==> config.mk <==
export PLATFORM = sky130hd
export DESIGN_NAME = lqr_pendulum_state_feedback
export DESIGN_NICKNAME = d
export VERILOG_FILES = /design/src/rtl/lpsf_pkg.sv /design/src/rtl/lpsf_ctrl.sv /design/src/rtl/lpsf_datapath.sv /design/src/rtl/lqr_pendulum_state_feedback.sv
export SDC_FILE = /design/constraint.sdc
export NUM_CORES = 2
export LEC_CHECK = 0
export ABC_AREA = 1
export BUFFER_PORTS_ARGS = -buffer_cell sky130_fd_sc_hd__buf_2
export CAP_MARGIN = 20
export CORE_ASPECT_RATIO = 1.75
export CORE_UTILIZATION = 61
export DETAILED_ROUTE_END_ITERATION = 7
export HOLD_SLACK_MARGIN = 0.05
export PLACE_DENSITY = 0.8
export SLEW_MARGIN = 20
export SYNTH_ARGS = -nofsm -noshare
export SYNTH_HDL_FRONTEND = slang
export SYNTH_HIERARCHICAL = 1
export SYNTH_SLANG_ARGS = --single-unit
==> constraint.sdc <==
create_clock -name clk -period 13 [get_ports clk]
set_input_delay 2.6 -clock clk [delete_from_list [all_inputs] [get_ports clk]]
set_output_delay 2.6 -clock clk [all_outputs]
set_load 0.05 [all_outputs]
==> src/rtl/lpsf_pkg.sv <==
`timescale 1ns / 1ps

package lpsf_pkg;

  localparam int AngleW    = 32;
  localparam int DiffW     = AngleW + 1;
  localparam int DtW       = 20;
  localparam int GainW     = 24;
  localparam int WinW      = 31;
  localparam int LimitW    = 16;
  localparam int CfgIdxW   = 3;
  localparam int CfgDataW  = 31;
  localparam int MulAW     = 34;
  localparam int ProdW     = 58;
  localparam int QuoW      = 33;
  localparam int MacTerms  = 4;
  localparam int CntW      = 6;
  localparam int InTdataW  = 88;
  localparam int OutTdataW = 24;

  // Register indexes on the configuration port
  localparam logic [CfgIdxW-1:0] CFG_GAIN_MA   = 3'd0;
  localparam logic [CfgIdxW-1:0] CFG_GAIN_PA   = 3'd1;
  localparam logic [CfgIdxW-1:0] CFG_GAIN_MS   = 3'd2;
  localparam logic [CfgIdxW-1:0] CFG_GAIN_PS   = 3'd3;
  localparam logic [CfgIdxW-1:0] CFG_WINDOW    = 3'd4;
  localparam logic [CfgIdxW-1:0] CFG_LIMIT     = 3'd5;

  // Terms of the feedback sum, in multiply order
  localparam logic [1:0] TERM_MA = 2'd0;
  localparam logic [1:0] TERM_PA = 2'd1;
  localparam logic [1:0] TERM_MS = 2'd2;
  localparam logic [1:0] TERM_PS = 2'd3;

  localparam logic signed [GainW-1:0] UsPerS = 24'sd1000000;

  localparam logic signed [GainW-1:0] GAIN_MA_RST = -24'sd655360;
  localparam logic signed [GainW-1:0] GAIN_PA_RST = 24'sd7098479;
  localparam logic signed [GainW-1:0] GAIN_MS_RST = -24'sd260846;
  localparam logic signed [GainW-1:0] GAIN_PS_RST = 24'sd127906;
  localparam logic [WinW-1:0]         WINDOW_RST  = 31'd34315;
  localparam logic [LimitW-1:0]       LIMIT_RST   = 16'd65535;

  typedef struct packed {
    logic       capture;
    logic       mul_en;
    logic       mul_scale;
    logic [1:0] term;
    logic       sel;
    logic       div_load;
    logic       div_step;
    logic       speed_store;
    logic       acc_en;
    logic       finish;
    logic       zero_result;
    logic       out_load;
  } cmd_t;

  typedef struct packed {
    logic in_window;
    logic primed;
  } sts_t;

endpackage

==> src/rtl/lpsf_ctrl.sv <==
`timescale 1ns / 1ps

module lpsf_ctrl (
  input  logic              clk,
  input  logic              rst_n,
  input  logic              in_tvalid,
  output logic              in_tready,
  output logic              out_tvalid,
  input  logic              out_tready,
  input  lpsf_pkg::sts_t    sts,
  output lpsf_pkg::cmd_t    cmd
);

  localparam logic [3:0] S_IDLE  = 4'd0;
  localparam logic [3:0] S_CHECK = 4'd1;
  localparam logic [3:0] S_SCALE = 4'd2;
  localparam logic [3:0] S_PRE   = 4'd3;
  localparam logic [3:0] S_DIV   = 4'd4;
  localparam logic [3:0] S_SPEED = 4'd5;
  localparam logic [3:0] S_MAC   = 4'd6;
  localparam logic [3:0] S_FIN   = 4'd7;
  localparam logic [3:0] S_OUT   = 4'd8;

  logic [3:0]                state_r, state_nxt;
  logic [lpsf_pkg::CntW-1:0] cnt_r, cnt_nxt;
  logic                      sel_r, sel_nxt;
  logic                      out_valid_r, out_valid_nxt;

  always_comb begin
    state_nxt     = state_r;
    cnt_nxt       = cnt_r;
    sel_nxt       = sel_r;
    out_valid_nxt = out_valid_r & ~out_tready;
    cmd           = '0;
    cmd.sel       = sel_r;
    cmd.term      = cnt_r[1:0];
    unique case (state_r)
      S_IDLE: begin
        if (in_tvalid) begin
          cmd.capture = 1'b1;
          state_nxt   = S_CHECK;
        end
      end
      S_CHECK: begin
        if (!sts.in_window) begin
          cmd.zero_result = 1'b1;
          state_nxt       = S_OUT;
        end else if (!sts.primed) begin
          cnt_nxt   = '0;
          state_nxt = S_MAC;
        end else begin
          sel_nxt   = 1'b0;
          state_nxt = S_SCALE;
        end
      end
      S_SCALE: begin
        cmd.mul_en    = 1'b1;
        cmd.mul_scale = 1'b1;
        state_nxt     = S_PRE;
      end
      S_PRE: begin
        cmd.div_load = 1'b1;
        cnt_nxt      = '0;
        state_nxt    = S_DIV;
      end
      S_DIV: begin
        cmd.div_step = 1'b1;
        cnt_nxt      = cnt_r + 1'b1;
        if (cnt_r == lpsf_pkg::CntW'(lpsf_pkg::QuoW - 1)) begin
          state_nxt = S_SPEED;
        end
      end
      S_SPEED: begin
        cmd.speed_store = 1'b1;
        if (!sel_r) begin
          sel_nxt   = 1'b1;
          state_nxt = S_SCALE;
        end else begin
          cnt_nxt   = '0;
          state_nxt = S_MAC;
        end
      end
      S_MAC: begin
        // multiply one term per cycle, accumulate the one before it
        cmd.mul_en = (cnt_r < lpsf_pkg::CntW'(lpsf_pkg::MacTerms));
        cmd.acc_en = (cnt_r != '0);
        cnt_nxt    = cnt_r + 1'b1;
        if (cnt_r == lpsf_pkg::CntW'(lpsf_pkg::MacTerms)) begin
          state_nxt = S_FIN;
        end
      end
      S_FIN: begin
        cmd.finish = 1'b1;
        state_nxt  = S_OUT;
      end
      S_OUT: begin
        if (!out_valid_r || out_tready) begin
          cmd.out_load  = 1'b1;
          out_valid_nxt = 1'b1;
          state_nxt     = S_IDLE;
        end
      end
      default: begin
        state_nxt = S_IDLE;
      end
    endcase
  end

  always_ff @(posedge clk) begin
    if (!rst_n) begin
      state_r     <= S_IDLE;
      cnt_r       <= '0;
      sel_r       <= 1'b0;
      out_valid_r <= 1'b0;
    end else begin
      state_r     <= state_nxt;
      cnt_r       <= cnt_nxt;
      sel_r       <= sel_nxt;
      out_valid_r <= out_valid_nxt;
    end
  end

  assign in_tready  = (state_r == S_IDLE);
  assign out_tvalid = out_valid_r;

endmodule

==> src/rtl/lpsf_datapath.sv <==
`timescale 1ns / 1ps

module lpsf_datapath (
  input  logic                                clk,
  input  logic                                rst_n,
  input  logic                                cfg_we,
  input  logic [lpsf_pkg::CfgIdxW-1:0]        cfg_index,
  input  logic [lpsf_pkg::CfgDataW-1:0]       cfg_data,
  input  logic signed [lpsf_pkg::AngleW-1:0]  pendulum_angle,
  input  logic signed [lpsf_pkg::AngleW-1:0]  motor_angle,
  input  logic [lpsf_pkg::DtW-1:0]            elapsed_us,
  input  lpsf_pkg::cmd_t                      cmd,
  output lpsf_pkg::sts_t                      sts,
  output logic                                drive_enable,
  output logic                                direction,
  output logic [lpsf_pkg::LimitW-1:0]         drive_magnitude
);

  // configuration
  logic signed [lpsf_pkg::GainW-1:0] gain_ma_r, gain_pa_r, gain_ms_r, gain_ps_r;
  logic [lpsf_pkg::WinW-1:0]         window_r;
  logic [lpsf_pkg::LimitW-1:0]       limit_r;

  // sample state
  logic signed [lpsf_pkg::AngleW-1:0] last_pa_r, last_ma_r;
  logic                               primed_r, primed_snap_r, win_r;
  logic signed [lpsf_pkg::AngleW-1:0] pa_r, ma_r, speed_p_r, speed_m_r;
  logic [lpsf_pkg::DtW-1:0]           dt_r;
  logic signed [lpsf_pkg::DiffW-1:0]  diff_p_r, diff_m_r;

  // shared multiplier, divider and accumulator
  logic signed [lpsf_pkg::ProdW-1:0]  mul_r, acc_r;
  logic [lpsf_pkg::DtW-1:0]           rem_r;
  logic [lpsf_pkg::QuoW-1:0]          divd_r;
  logic                               sat_r, neg_r;

  logic                               res_en_r, res_dir_r;
  logic [lpsf_pkg::LimitW-1:0]        res_mag_r;

  logic signed [lpsf_pkg::DiffW-1:0]  pa_ext, pa_abs;
  logic signed [lpsf_pkg::DiffW-1:0]  diff_sel, diff_abs;
  logic signed [lpsf_pkg::MulAW-1:0]  mul_a;
  logic signed [lpsf_pkg::GainW-1:0]  mul_b;
  logic [lpsf_pkg::DtW:0]             rem_sh, rem_sub;
  logic                               div_ge;
  logic                               pos_big, neg_big;
  logic signed [lpsf_pkg::AngleW-1:0] speed_val;
  logic [lpsf_pkg::ProdW-1:0]         acc_abs;
  logic [lpsf_pkg::ProdW-33:0]        mag_hi;
  logic [lpsf_pkg::LimitW-1:0]        mag_sat;

  assign sts.in_window = win_r;
  assign sts.primed    = primed_snap_r;

  assign pa_ext = {pendulum_angle[lpsf_pkg::AngleW-1], pendulum_angle};
  assign pa_abs = pa_ext[lpsf_pkg::DiffW-1] ? -pa_ext : pa_ext;

  assign diff_sel = cmd.sel ? diff_m_r : diff_p_r;
  assign diff_abs = diff_sel[lpsf_pkg::DiffW-1] ? -diff_sel : diff_sel;

  always_comb begin
    if (cmd.mul_scale) begin
      mul_a = {2'b00, diff_abs[lpsf_pkg::AngleW-1:0]};
      mul_b = lpsf_pkg::UsPerS;
    end else begin
      case (cmd.term)
        lpsf_pkg::TERM_MA: begin
          mul_a = {{2{ma_r[lpsf_pkg::AngleW-1]}}, ma_r};
          mul_b = gain_ma_r;
        end
        lpsf_pkg::TERM_PA: begin
          mul_a = {{2{pa_r[lpsf_pkg::AngleW-1]}}, pa_r};
          mul_b = gain_pa_r;
        end
        lpsf_pkg::TERM_MS: begin
          mul_a = {{2{speed_m_r[lpsf_pkg::AngleW-1]}}, speed_m_r};
          mul_b = gain_ms_r;
        end
        default: begin
          mul_a = {{2{speed_p_r[lpsf_pkg::AngleW-1]}}, speed_p_r};
          mul_b = gain_ps_r;
        end
      endcase
    end
  end

  // restoring division, one quotient bit per cycle
  assign rem_sh  = {rem_r, divd_r[lpsf_pkg::QuoW-1]};
  assign div_ge  = (rem_sh >= {1'b0, dt_r});
  assign rem_sub = rem_sh - {1'b0, dt_r};

  // clamp quotient to 32-bit signed
  assign pos_big = sat_r | divd_r[32] | divd_r[31];
  assign neg_big = sat_r | divd_r[32] | (divd_r[31] & (|divd_r[30:0]));
  always_comb begin
    if (neg_r) begin
      speed_val = neg_big ? 32'sh8000_0000 : -$signed(divd_r[31:0]);
    end else begin
      speed_val = pos_big ? 32'sh7fff_ffff : $signed(divd_r[31:0]);
    end
  end

  assign acc_abs = acc_r[lpsf_pkg::ProdW-1] ? 58'(-acc_r) : 58'(acc_r);
  assign mag_hi  = acc_abs[lpsf_pkg::ProdW-1:32];
  assign mag_sat = (mag_hi > {10'd0, limit_r}) ? limit_r : mag_hi[lpsf_pkg::LimitW-1:0];

  always_ff @(posedge clk) begin
    if (!rst_n) begin
      gain_ma_r <= lpsf_pkg::GAIN_MA_RST;
      gain_pa_r <= lpsf_pkg::GAIN_PA_RST;
      gain_ms_r <= lpsf_pkg::GAIN_MS_RST;
      gain_ps_r <= lpsf_pkg::GAIN_PS_RST;
      window_r  <= lpsf_pkg::WINDOW_RST;
      limit_r   <= lpsf_pkg::LIMIT_RST;
      last_pa_r <= '0;
      last_ma_r <= '0;
      primed_r  <= 1'b0;
    end else begin
      if (cfg_we) begin
        unique case (cfg_index)
          lpsf_pkg::CFG_GAIN_MA: gain_ma_r <= cfg_data[lpsf_pkg::GainW-1:0];
          lpsf_pkg::CFG_GAIN_PA: gain_pa_r <= cfg_data[lpsf_pkg::GainW-1:0];
          lpsf_pkg::CFG_GAIN_MS: gain_ms_r <= cfg_data[lpsf_pkg::GainW-1:0];
          lpsf_pkg::CFG_GAIN_PS: gain_ps_r <= cfg_data[lpsf_pkg::GainW-1:0];
          lpsf_pkg::CFG_WINDOW:  window_r  <= cfg_data[lpsf_pkg::WinW-1:0];
          lpsf_pkg::CFG_LIMIT:   limit_r   <= cfg_data[lpsf_pkg::LimitW-1:0];
          default: ;
        endcase
      end
      if (cmd.capture) begin
        last_pa_r <= pendulum_angle;
        last_ma_r <= motor_angle;
        primed_r  <= 1'b1;
      end
    end
  end

  always_ff @(posedge clk) begin
    if (cmd.capture) begin
      pa_r          <= pendulum_angle;
      ma_r          <= motor_angle;
      dt_r          <= (elapsed_us == '0) ? lpsf_pkg::DtW'(1) : elapsed_us;
      diff_p_r      <= pa_ext - {last_pa_r[lpsf_pkg::AngleW-1], last_pa_r};
      diff_m_r      <= {motor_angle[lpsf_pkg::AngleW-1], motor_angle}
                       - {last_ma_r[lpsf_pkg::AngleW-1], last_ma_r};
      primed_snap_r <= primed_r;
      win_r         <= (pa_abs < {2'b00, window_r});
      speed_p_r     <= '0;
      speed_m_r     <= '0;
      acc_r         <= '0;
    end else if (cmd.acc_en) begin
      acc_r <= acc_r + mul_r;
    end
    if (cmd.mul_en) begin
      mul_r <= mul_a * mul_b;
    end
    if (cmd.mul_scale) begin
      neg_r <= diff_sel[lpsf_pkg::DiffW-1];
    end
    if (cmd.div_load) begin
      // high part at or above the divisor means the quotient cannot fit 33 bits
      sat_r  <= ({1'b0, mul_r[51:33]} >= dt_r);
      rem_r  <= {1'b0, mul_r[51:33]};
      divd_r <= mul_r[lpsf_pkg::QuoW-1:0];
    end else if (cmd.div_step) begin
      rem_r  <= div_ge ? rem_sub[lpsf_pkg::DtW-1:0] : rem_sh[lpsf_pkg::DtW-1:0];
      divd_r <= {divd_r[lpsf_pkg::QuoW-2:0], div_ge};
    end
    if (cmd.speed_store) begin
      if (cmd.sel) begin
        speed_m_r <= speed_val;
      end else begin
        speed_p_r <= speed_val;
      end
    end
    if (cmd.zero_result) begin
      res_en_r  <= 1'b0;
      res_dir_r <= 1'b0;
      res_mag_r <= '0;
    end else if (cmd.finish) begin
      res_en_r  <= 1'b1;
      res_dir_r <= ~acc_r[lpsf_pkg::ProdW-1] & (|acc_r);
      res_mag_r <= mag_sat;
    end
    if (cmd.out_load) begin
      drive_enable    <= res_en_r;
      direction       <= res_dir_r;
      drive_magnitude <= res_mag_r;
    end
  end

endmodule

==> src/rtl/lqr_pendulum_state_feedback.sv <==
`timescale 1ns / 1ps

// LQR balance controller: each input transaction carries the pendulum and motor
// angles (signed Q16.16 rad) and the microseconds since the previous sample, and
// yields one output transaction with the motor enable, direction and saturated
// drive level. One sample is processed at a time. For a sample inside the angle
// window, the shared restoring divider forms the two speeds one after the other
// (33 quotient bits each), followed by four passes through the shared 34x24
// multiplier for the feedback sum. The first sample after reset skips the speeds;
// a sample outside the window skips both and yields a zero result. The next sample
// can be accepted in the same cycle that the result is presented. A finished
// result waits in the output register while the next sample is accepted. Gains and
// limits must be written by the user through cfg_* only while the block is idle,
// one register per cycle, and then take effect on the next sample; the block
// itself does not enforce this.
module lqr_pendulum_state_feedback (
  input  logic                              clk,
  input  logic                              rst_n,
  input  logic                              in_tvalid,
  output logic                              in_tready,
  // [31:0] pendulum_angle, [63:32] motor_angle, [83:64] elapsed_us, [87:84] zero
  input  logic [lpsf_pkg::InTdataW-1:0]     in_tdata,
  output logic                              out_tvalid,
  input  logic                              out_tready,
  // [0] drive_enable, [1] direction, [17:2] drive_magnitude, [23:18] zero
  output logic [lpsf_pkg::OutTdataW-1:0]    out_tdata,
  input  logic                              cfg_we,
  input  logic [lpsf_pkg::CfgIdxW-1:0]      cfg_index,
  input  logic [lpsf_pkg::CfgDataW-1:0]     cfg_data
);

  lpsf_pkg::cmd_t                  cmd;
  lpsf_pkg::sts_t                  sts;
  logic                            drive_enable;
  logic                            direction;
  logic [lpsf_pkg::LimitW-1:0]     drive_magnitude;

  lpsf_ctrl u_ctrl (
    .clk        (clk),
    .rst_n      (rst_n),
    .in_tvalid  (in_tvalid),
    .in_tready  (in_tready),
    .out_tvalid (out_tvalid),
    .out_tready (out_tready),
    .sts        (sts),
    .cmd        (cmd)
  );

  lpsf_datapath u_dp (
    .clk             (clk),
    .rst_n           (rst_n),
    .cfg_we          (cfg_we),
    .cfg_index       (cfg_index),
    .cfg_data        (cfg_data),
    .pendulum_angle  (in_tdata[31:0]),
    .motor_angle     (in_tdata[63:32]),
    .elapsed_us      (in_tdata[83:64]),
    .cmd             (cmd),
    .sts             (sts),
    .drive_enable    (drive_enable),
    .direction       (direction),
    .drive_magnitude (drive_magnitude)
  );

  assign out_tdata = {6'd0, drive_magnitude, direction, drive_enable};

endmodule

* After elaboration in Yosys (flattened, before gate mapping) *
Cells that the tools add are included.

operators by class
  add/sub/neg operators = 9
  $mul = 1
  magnitude comparators = 5
  equality and inequality tests = 25
  mux-type cells = 53
  bitwise logic cells = 8
  reduce and logical (&&, ||, !) cells = 22

operators by type and width
  cell                                              number
  32-bit two-way mux                                10
  33-bit two-way mux                                4
  34-bit case mux with 3 select lines               1
  24-bit case mux with 3 select lines               1
  32-bit by 32-bit subtractor with 33-bit output    2
  32-bit negation                                   2
  58-bit adder                                      1
  34-bit by 24-bit multiplier with 58-bit output    1
  58-bit two-way mux                                1
  58-bit negation                                   1
  58-bit OR reduction                               1
  19-bit two-way mux                                2
  4-bit case mux with 9 select lines                1
  34-bit two-way mux                                1
  33-bit by 31-bit < comparator with 1-bit output   1
  32-bit negation with 33-bit output                1
  31-bit OR reduction                               1
  26-bit by 16-bit > comparator with 1-bit output   1
  24-bit two-way mux                                1
  6-bit case mux with 4 select lines                1
  21-bit by 20-bit >= comparator with 1-bit output  1
  19-bit by 20-bit >= comparator with 1-bit output  1
  20-bit logical NOT                                1
  20-bit two-way mux                                1
  37 further kinds                                  84

storage, ports and cells
  flip-flop bits (word level) = 643
  input bits = 127
  output and inout port bits = 26
  word-level logic and storage cells = 158

* Longest topological paths before layout *
  depth in word-level cells = 7
  depth in mapped cells = 48
  depth with buffers taken out = 45

* Cells and area by module *
The synthesis kept the hierarchy.

by module, submodules not included
  module                       times used  cells an instance  area an instance (µm²)  sequential area each (µm²)
  lpsf_datapath                1           8325               65918.2                 15454.8
  lpsf_ctrl                    1           129                783.3                   240.2
  lqr_pendulum_state_feedback  1           9                  63.8                    0.0

* Least setup slack after synthesis *
OpenSTA, ideal clock, no wires.

  kind = input -> register
  start = in in_tvalid
  end = reg u_dp/acc_r[39] in the netlist's numbering
  library setup time = 0.115 ns
  arrival time = 10.043 ns
  data required time = 12.885 ns
  slack = 2.842 ns
  stages on the path = 8
  buffers on the path = 3
  cell sequence = inv_1 > nor2_1 > clkbuf_1 > clkbuf_1 > clkbuf_1 > nor2_1 > o21ai_0 > inv_1

RTL lines
  item                  RTL line                           source
  start, declared       lqr_pendulum_state_feedback.sv:19  input logic in_tvalid,
  end signal, assigned  lpsf_datapath.sv:152               acc_r <= acc_r + mul_r;
  end, declared         lpsf_datapath.sv:32                logic signed [lpsf_pkg::ProdW-1:0] mul_r, acc_r;

==> impl_metrics.py <==
metrics = {
    "status": {
        "outcome": "finished, violations left",
        "violations": "DRC",
    },
    "critical_path": {
        "criticalPathCategory": "reg -> reg",
        "cp_num_buf_inv": 10,
        "crit_path_end_kind": "register",
        "r2r_start": "u_ctrl/state_r[3]",
        "startpoint_type": "register",
        "worst_path_largest_cell_delay_ps": 960,
        "rrSetupSlack_ps": 2290,
        "worst_ep_required_time_ps": 13460,
        "cp_top_family": "adder cells",
        "critPathMostFrequentCell": "fa_1",
        "cp_slowest_cell": "clkinv_1",
        "worstPathArrival_ps": 11160,
        "timing.rr.end": "u_dp/mul_r[56]",
        "cp_max_fo": 38,
        "reg2regPathDepth": 31,
    },
    "timing": {
        "layout_min_cycle_time_ps": 10710,
        "worstMarginPinSlew_ps": 1346,
        "max_slew_margin_pct": 9.321,
        "period_share_pct": 82.35,
        "drv_slew": 0,
        "hold_viol": 0,
        "tns_ps": 0,
        "setup_viol": 0,
        "skew_ps": 41.49,
        "rsz0062_at_grt": "false",
        "max_freq_mhz": 93.41,
    },
    "yosys": {
        "async_reset_ff_share_pct": 0,
        "syn_avg_cell_area_um2": 7.889,
        "ys_warn_count": 6,
        "ys_ff_latch": 643,
        "ys_seq_area_share_pct": 23.51,
        "ys_types": 74,
        "synth_edf_count": 282,
        "synth_cells": 8463,
        "synth_ff_type": "dfxtp_1",
        "netlist_area_um2": 66770,
    },
    "flow_run": {
        "maxCapViolations": 0,
    },
    "clock_network": {
        "cts_setup_buffers": 0,
        "htree_levels": 3,
        "cts_tree": "yes",
        "clkLatencyLatePin_ps": 720,
        "cts_sinks": 643,
        "post_cts_resized": 0,
        "clk_pin_slew_worst_paths_ps": 60,
        "clockBufferDepth": 3,
        "ctsHoldBuffers": 0,
        "cts-root-buf": "clkbuf_16",
        "cts_buffers": 69,
    },
    "grt": {
        "grt_overflow": 0,
        "grt_use_met2_pct": 78.87,
        "grtUsageTotal_pct": 45.53,
        "grtUsageMet3_pct": 9.582,
        "grt_util_met1_pct": 41.80,
        "busiest_layer": "met2",
        "grt_pass1_vias": 61540,
        "grt_start_max_net_pins": 123,
        "grt_pass1_wl_um": 366900,
        "antenna_found_initial": 15,
    },
    "finish": {
        "drive_gt1_share_pct": 6.377,
        "final_util_pct": 65.61,
        "nNetsFinal": 9780,
        "area_growth_pct": 6.619,
    },
    "floorplan": {
        "die_x_um": 252.1,
        "die_h_um": 439.7,
        "ios": 153,
        "start_util_pct": 61.53,
        "fp.dieArea_um2": 110800,
        "row_count": 160,
        "core-area_um2": 108500,
    },
    "hold_path": {
        "whs_endpoint": "u_dp/drive_magnitude[4]",
        "worstHoldPathCells": 0,
        "min-delay-path-class": "reg -> reg",
        "holdCritStartpoint": "u_dp/res_mag_r[4]",
    },
    "routing": {
        "drcViolationCount": 6,
        "vias_per_cell": 5.977,
        "routed_wl_um": 250500,
        "antenna_left": 0,
        "vias": 59760,
        "drt-wirelength-per-cell_um": 25.05,
        "dr.pass1.iters": 8,
        "drt_iter0_markers": 5097,
    },
    "placement": {
        "io_buffers": 142,
        "hpwl_um": 201500,
        "gp_congestion": 1.041,
    },
}
-- placed cells by master (no fill, tap or decap), drive strengths merged, types with 7 or more instances in the layout --
cell / Yosys / layout
a21oi: 496 / 496
o21ai: 532 / 532
o211ai: 54 / 54
or2: 28 / 28
edfxtp: 282 / 282
a21boi: 16 / 16
a21o: 22 / 22
clkbuf: 204 / 81
clkinv: 17 / 45
xnor2: 72 / 72
buf: 105 / 242
bufinv: 0 / 7
dfxtp: 361 / 361
fa: 816 / 816
o221ai: 12 / 12
a211oi: 13 / 13
o21a: 13 / 13
diode: 0 / 10
nand2: 1581 / 1581
nor3: 67 / 67
clkinvlp: 0 / 9
nor4: 16 / 16
xor2: 165 / 165
a22o: 15 / 15
nand4: 72 / 72
o21bai: 25 / 25
ha: 364 / 364
o2111ai: 16 / 16
a221oi: 32 / 32
a31oi: 43 / 43
inv: 1765 / 1769
o22ai: 23 / 23
nor2: 902 / 902
nand3: 295 / 295
nand3b: 8 / 8
-- flip-flops by register name, indices dropped and copies added (netlist names), 4 cells and up --
register              cells
u_dp/res_mag_r           16
u_ctrl/state_r            4
u_dp/speed_m_r           32
u_dp/speed_p_r           32
u_dp/ma_r                32
u_dp/last_pa_r           32
u_dp/dt_r                20
u_dp/drive_magnitude     16
u_dp/diff_m_r            33
u_dp/limit_r             16
u_dp/acc_r               58
u_dp/gain_pa_r           24
u_dp/gain_ps_r           24
u_dp/window_r            31
u_dp/gain_ms_r           24
u_dp/last_ma_r           32
u_dp/gain_ma_r           24
u_dp/rem_r               20
u_ctrl/cnt_r              6
u_dp/divd_r              33
u_dp/mul_r               58
u_dp/pa_r                32
u_dp/diff_p_r            33
-- cell usage after synthesis (13+ instances only) --
cell type	n	area share [%]
fa_1	816	24
a21boi_0	16	0.18
o22ai_1	23	0.22
or2_1	16	0.15
nor2_2	14	0.13
inv_2	26	0.15
o21ai_0	499	3.7
o2111ai_1	16	0.21
buf_1	20	0.11
o21bai_1	25	0.28
edfxtp_1	282	13
nand2_2	55	0.52
a21o_1	22	0.25
a21oi_1	494	3.7
o21ai_1	20	0.15
ha_1	364	6.8
buf_4	18	0.20
xnor2_1	72	0.94
dfxtp_1	361	11
xor2_1	165	2.2
a22o_1	15	0.20
nor2_1	876	4.9
o21a_1	13	0.15
a221oi_1	32	0.42
nor3_1	63	0.47
o211ai_1	54	0.61
a31oi_1	43	0.40
clkinv_1	15	0.084
nor4_1	16	0.15
nand3_1	288	2.2
nand4_1	72	0.67
nand2_1	1517	8.5
buf_2	55	0.41
a211oi_1	13	0.15
inv_1	1735	9.8
clkbuf_1	203	1.1
-- cell type report --
cell class	count	area [um2]
clock buffer	80	1799
inverter	1782	6704
antenna	10	25.02
sequential	643	15700
tap	1458	1824
fill	9464	37320
timing repair buffer	243	1479
multi-input combinational	5734	43050
clock inverter	48	604.3
-- how the worst max path moves through the flow --
stage                            from        endpoint  slack (ps)  cells after the start
floorplan                   in_tvalid  u_dp/acc_r[39]        2840                      8
global placement    u_ctrl/state_r[3]  u_dp/mul_r[56]        2610                     31
detailed placement  u_ctrl/state_r[3]  u_dp/mul_r[56]        2550                     31
CTS                 u_ctrl/state_r[3]  u_dp/mul_r[56]        2520                     31
global route        u_ctrl/state_r[0]  u_dp/mul_r[57]        1950                     34
finish              u_ctrl/state_r[3]  u_dp/mul_r[56]        2290                     31
-- routing by layer --
layer,routed length (um),up-vias,share of wire [%]
li1,-,26380,-
met1,75180,28650,30
met2,122000,3300,49
met3,18500,1414,7.4
met4,34670,12,14
met5,71,-,0.028
-- logic make-up after synthesis --
family | after synthesis | share of synthesized area [%]
simple gates | 2981 | 18.62
flops | 643 | 23.51
xor+xnor | 237 | 3.109
buf+inv | 2091 | 12.14
mux | 5 | 0.1181
fa+ha+maj | 1180 | 31.29
other cells | 1 | 0.005617
compound gates | 1325 | 11.22
-- through the flow --
step | instances | instance area (um2) | hold slack [ps] | setup WS [ps]
after global routing | 9988 | 71160 | 444.0 | 1954
after detailed placement | 9858 | 68710 | 413.1 | 2554
after floorplan | 8468 | 66780 | 408.6 | 2842
after global placement | 9858 | 68700 | 418.1 | 2612
after CTS | 9986 | 71120 | 428.4 | 2523
final | 9998 | 71180 | 428.3 | 2294
Power is not shown: default switching activity piles up to over one toggle a cycle in this logic, so the estimate is an artifact.
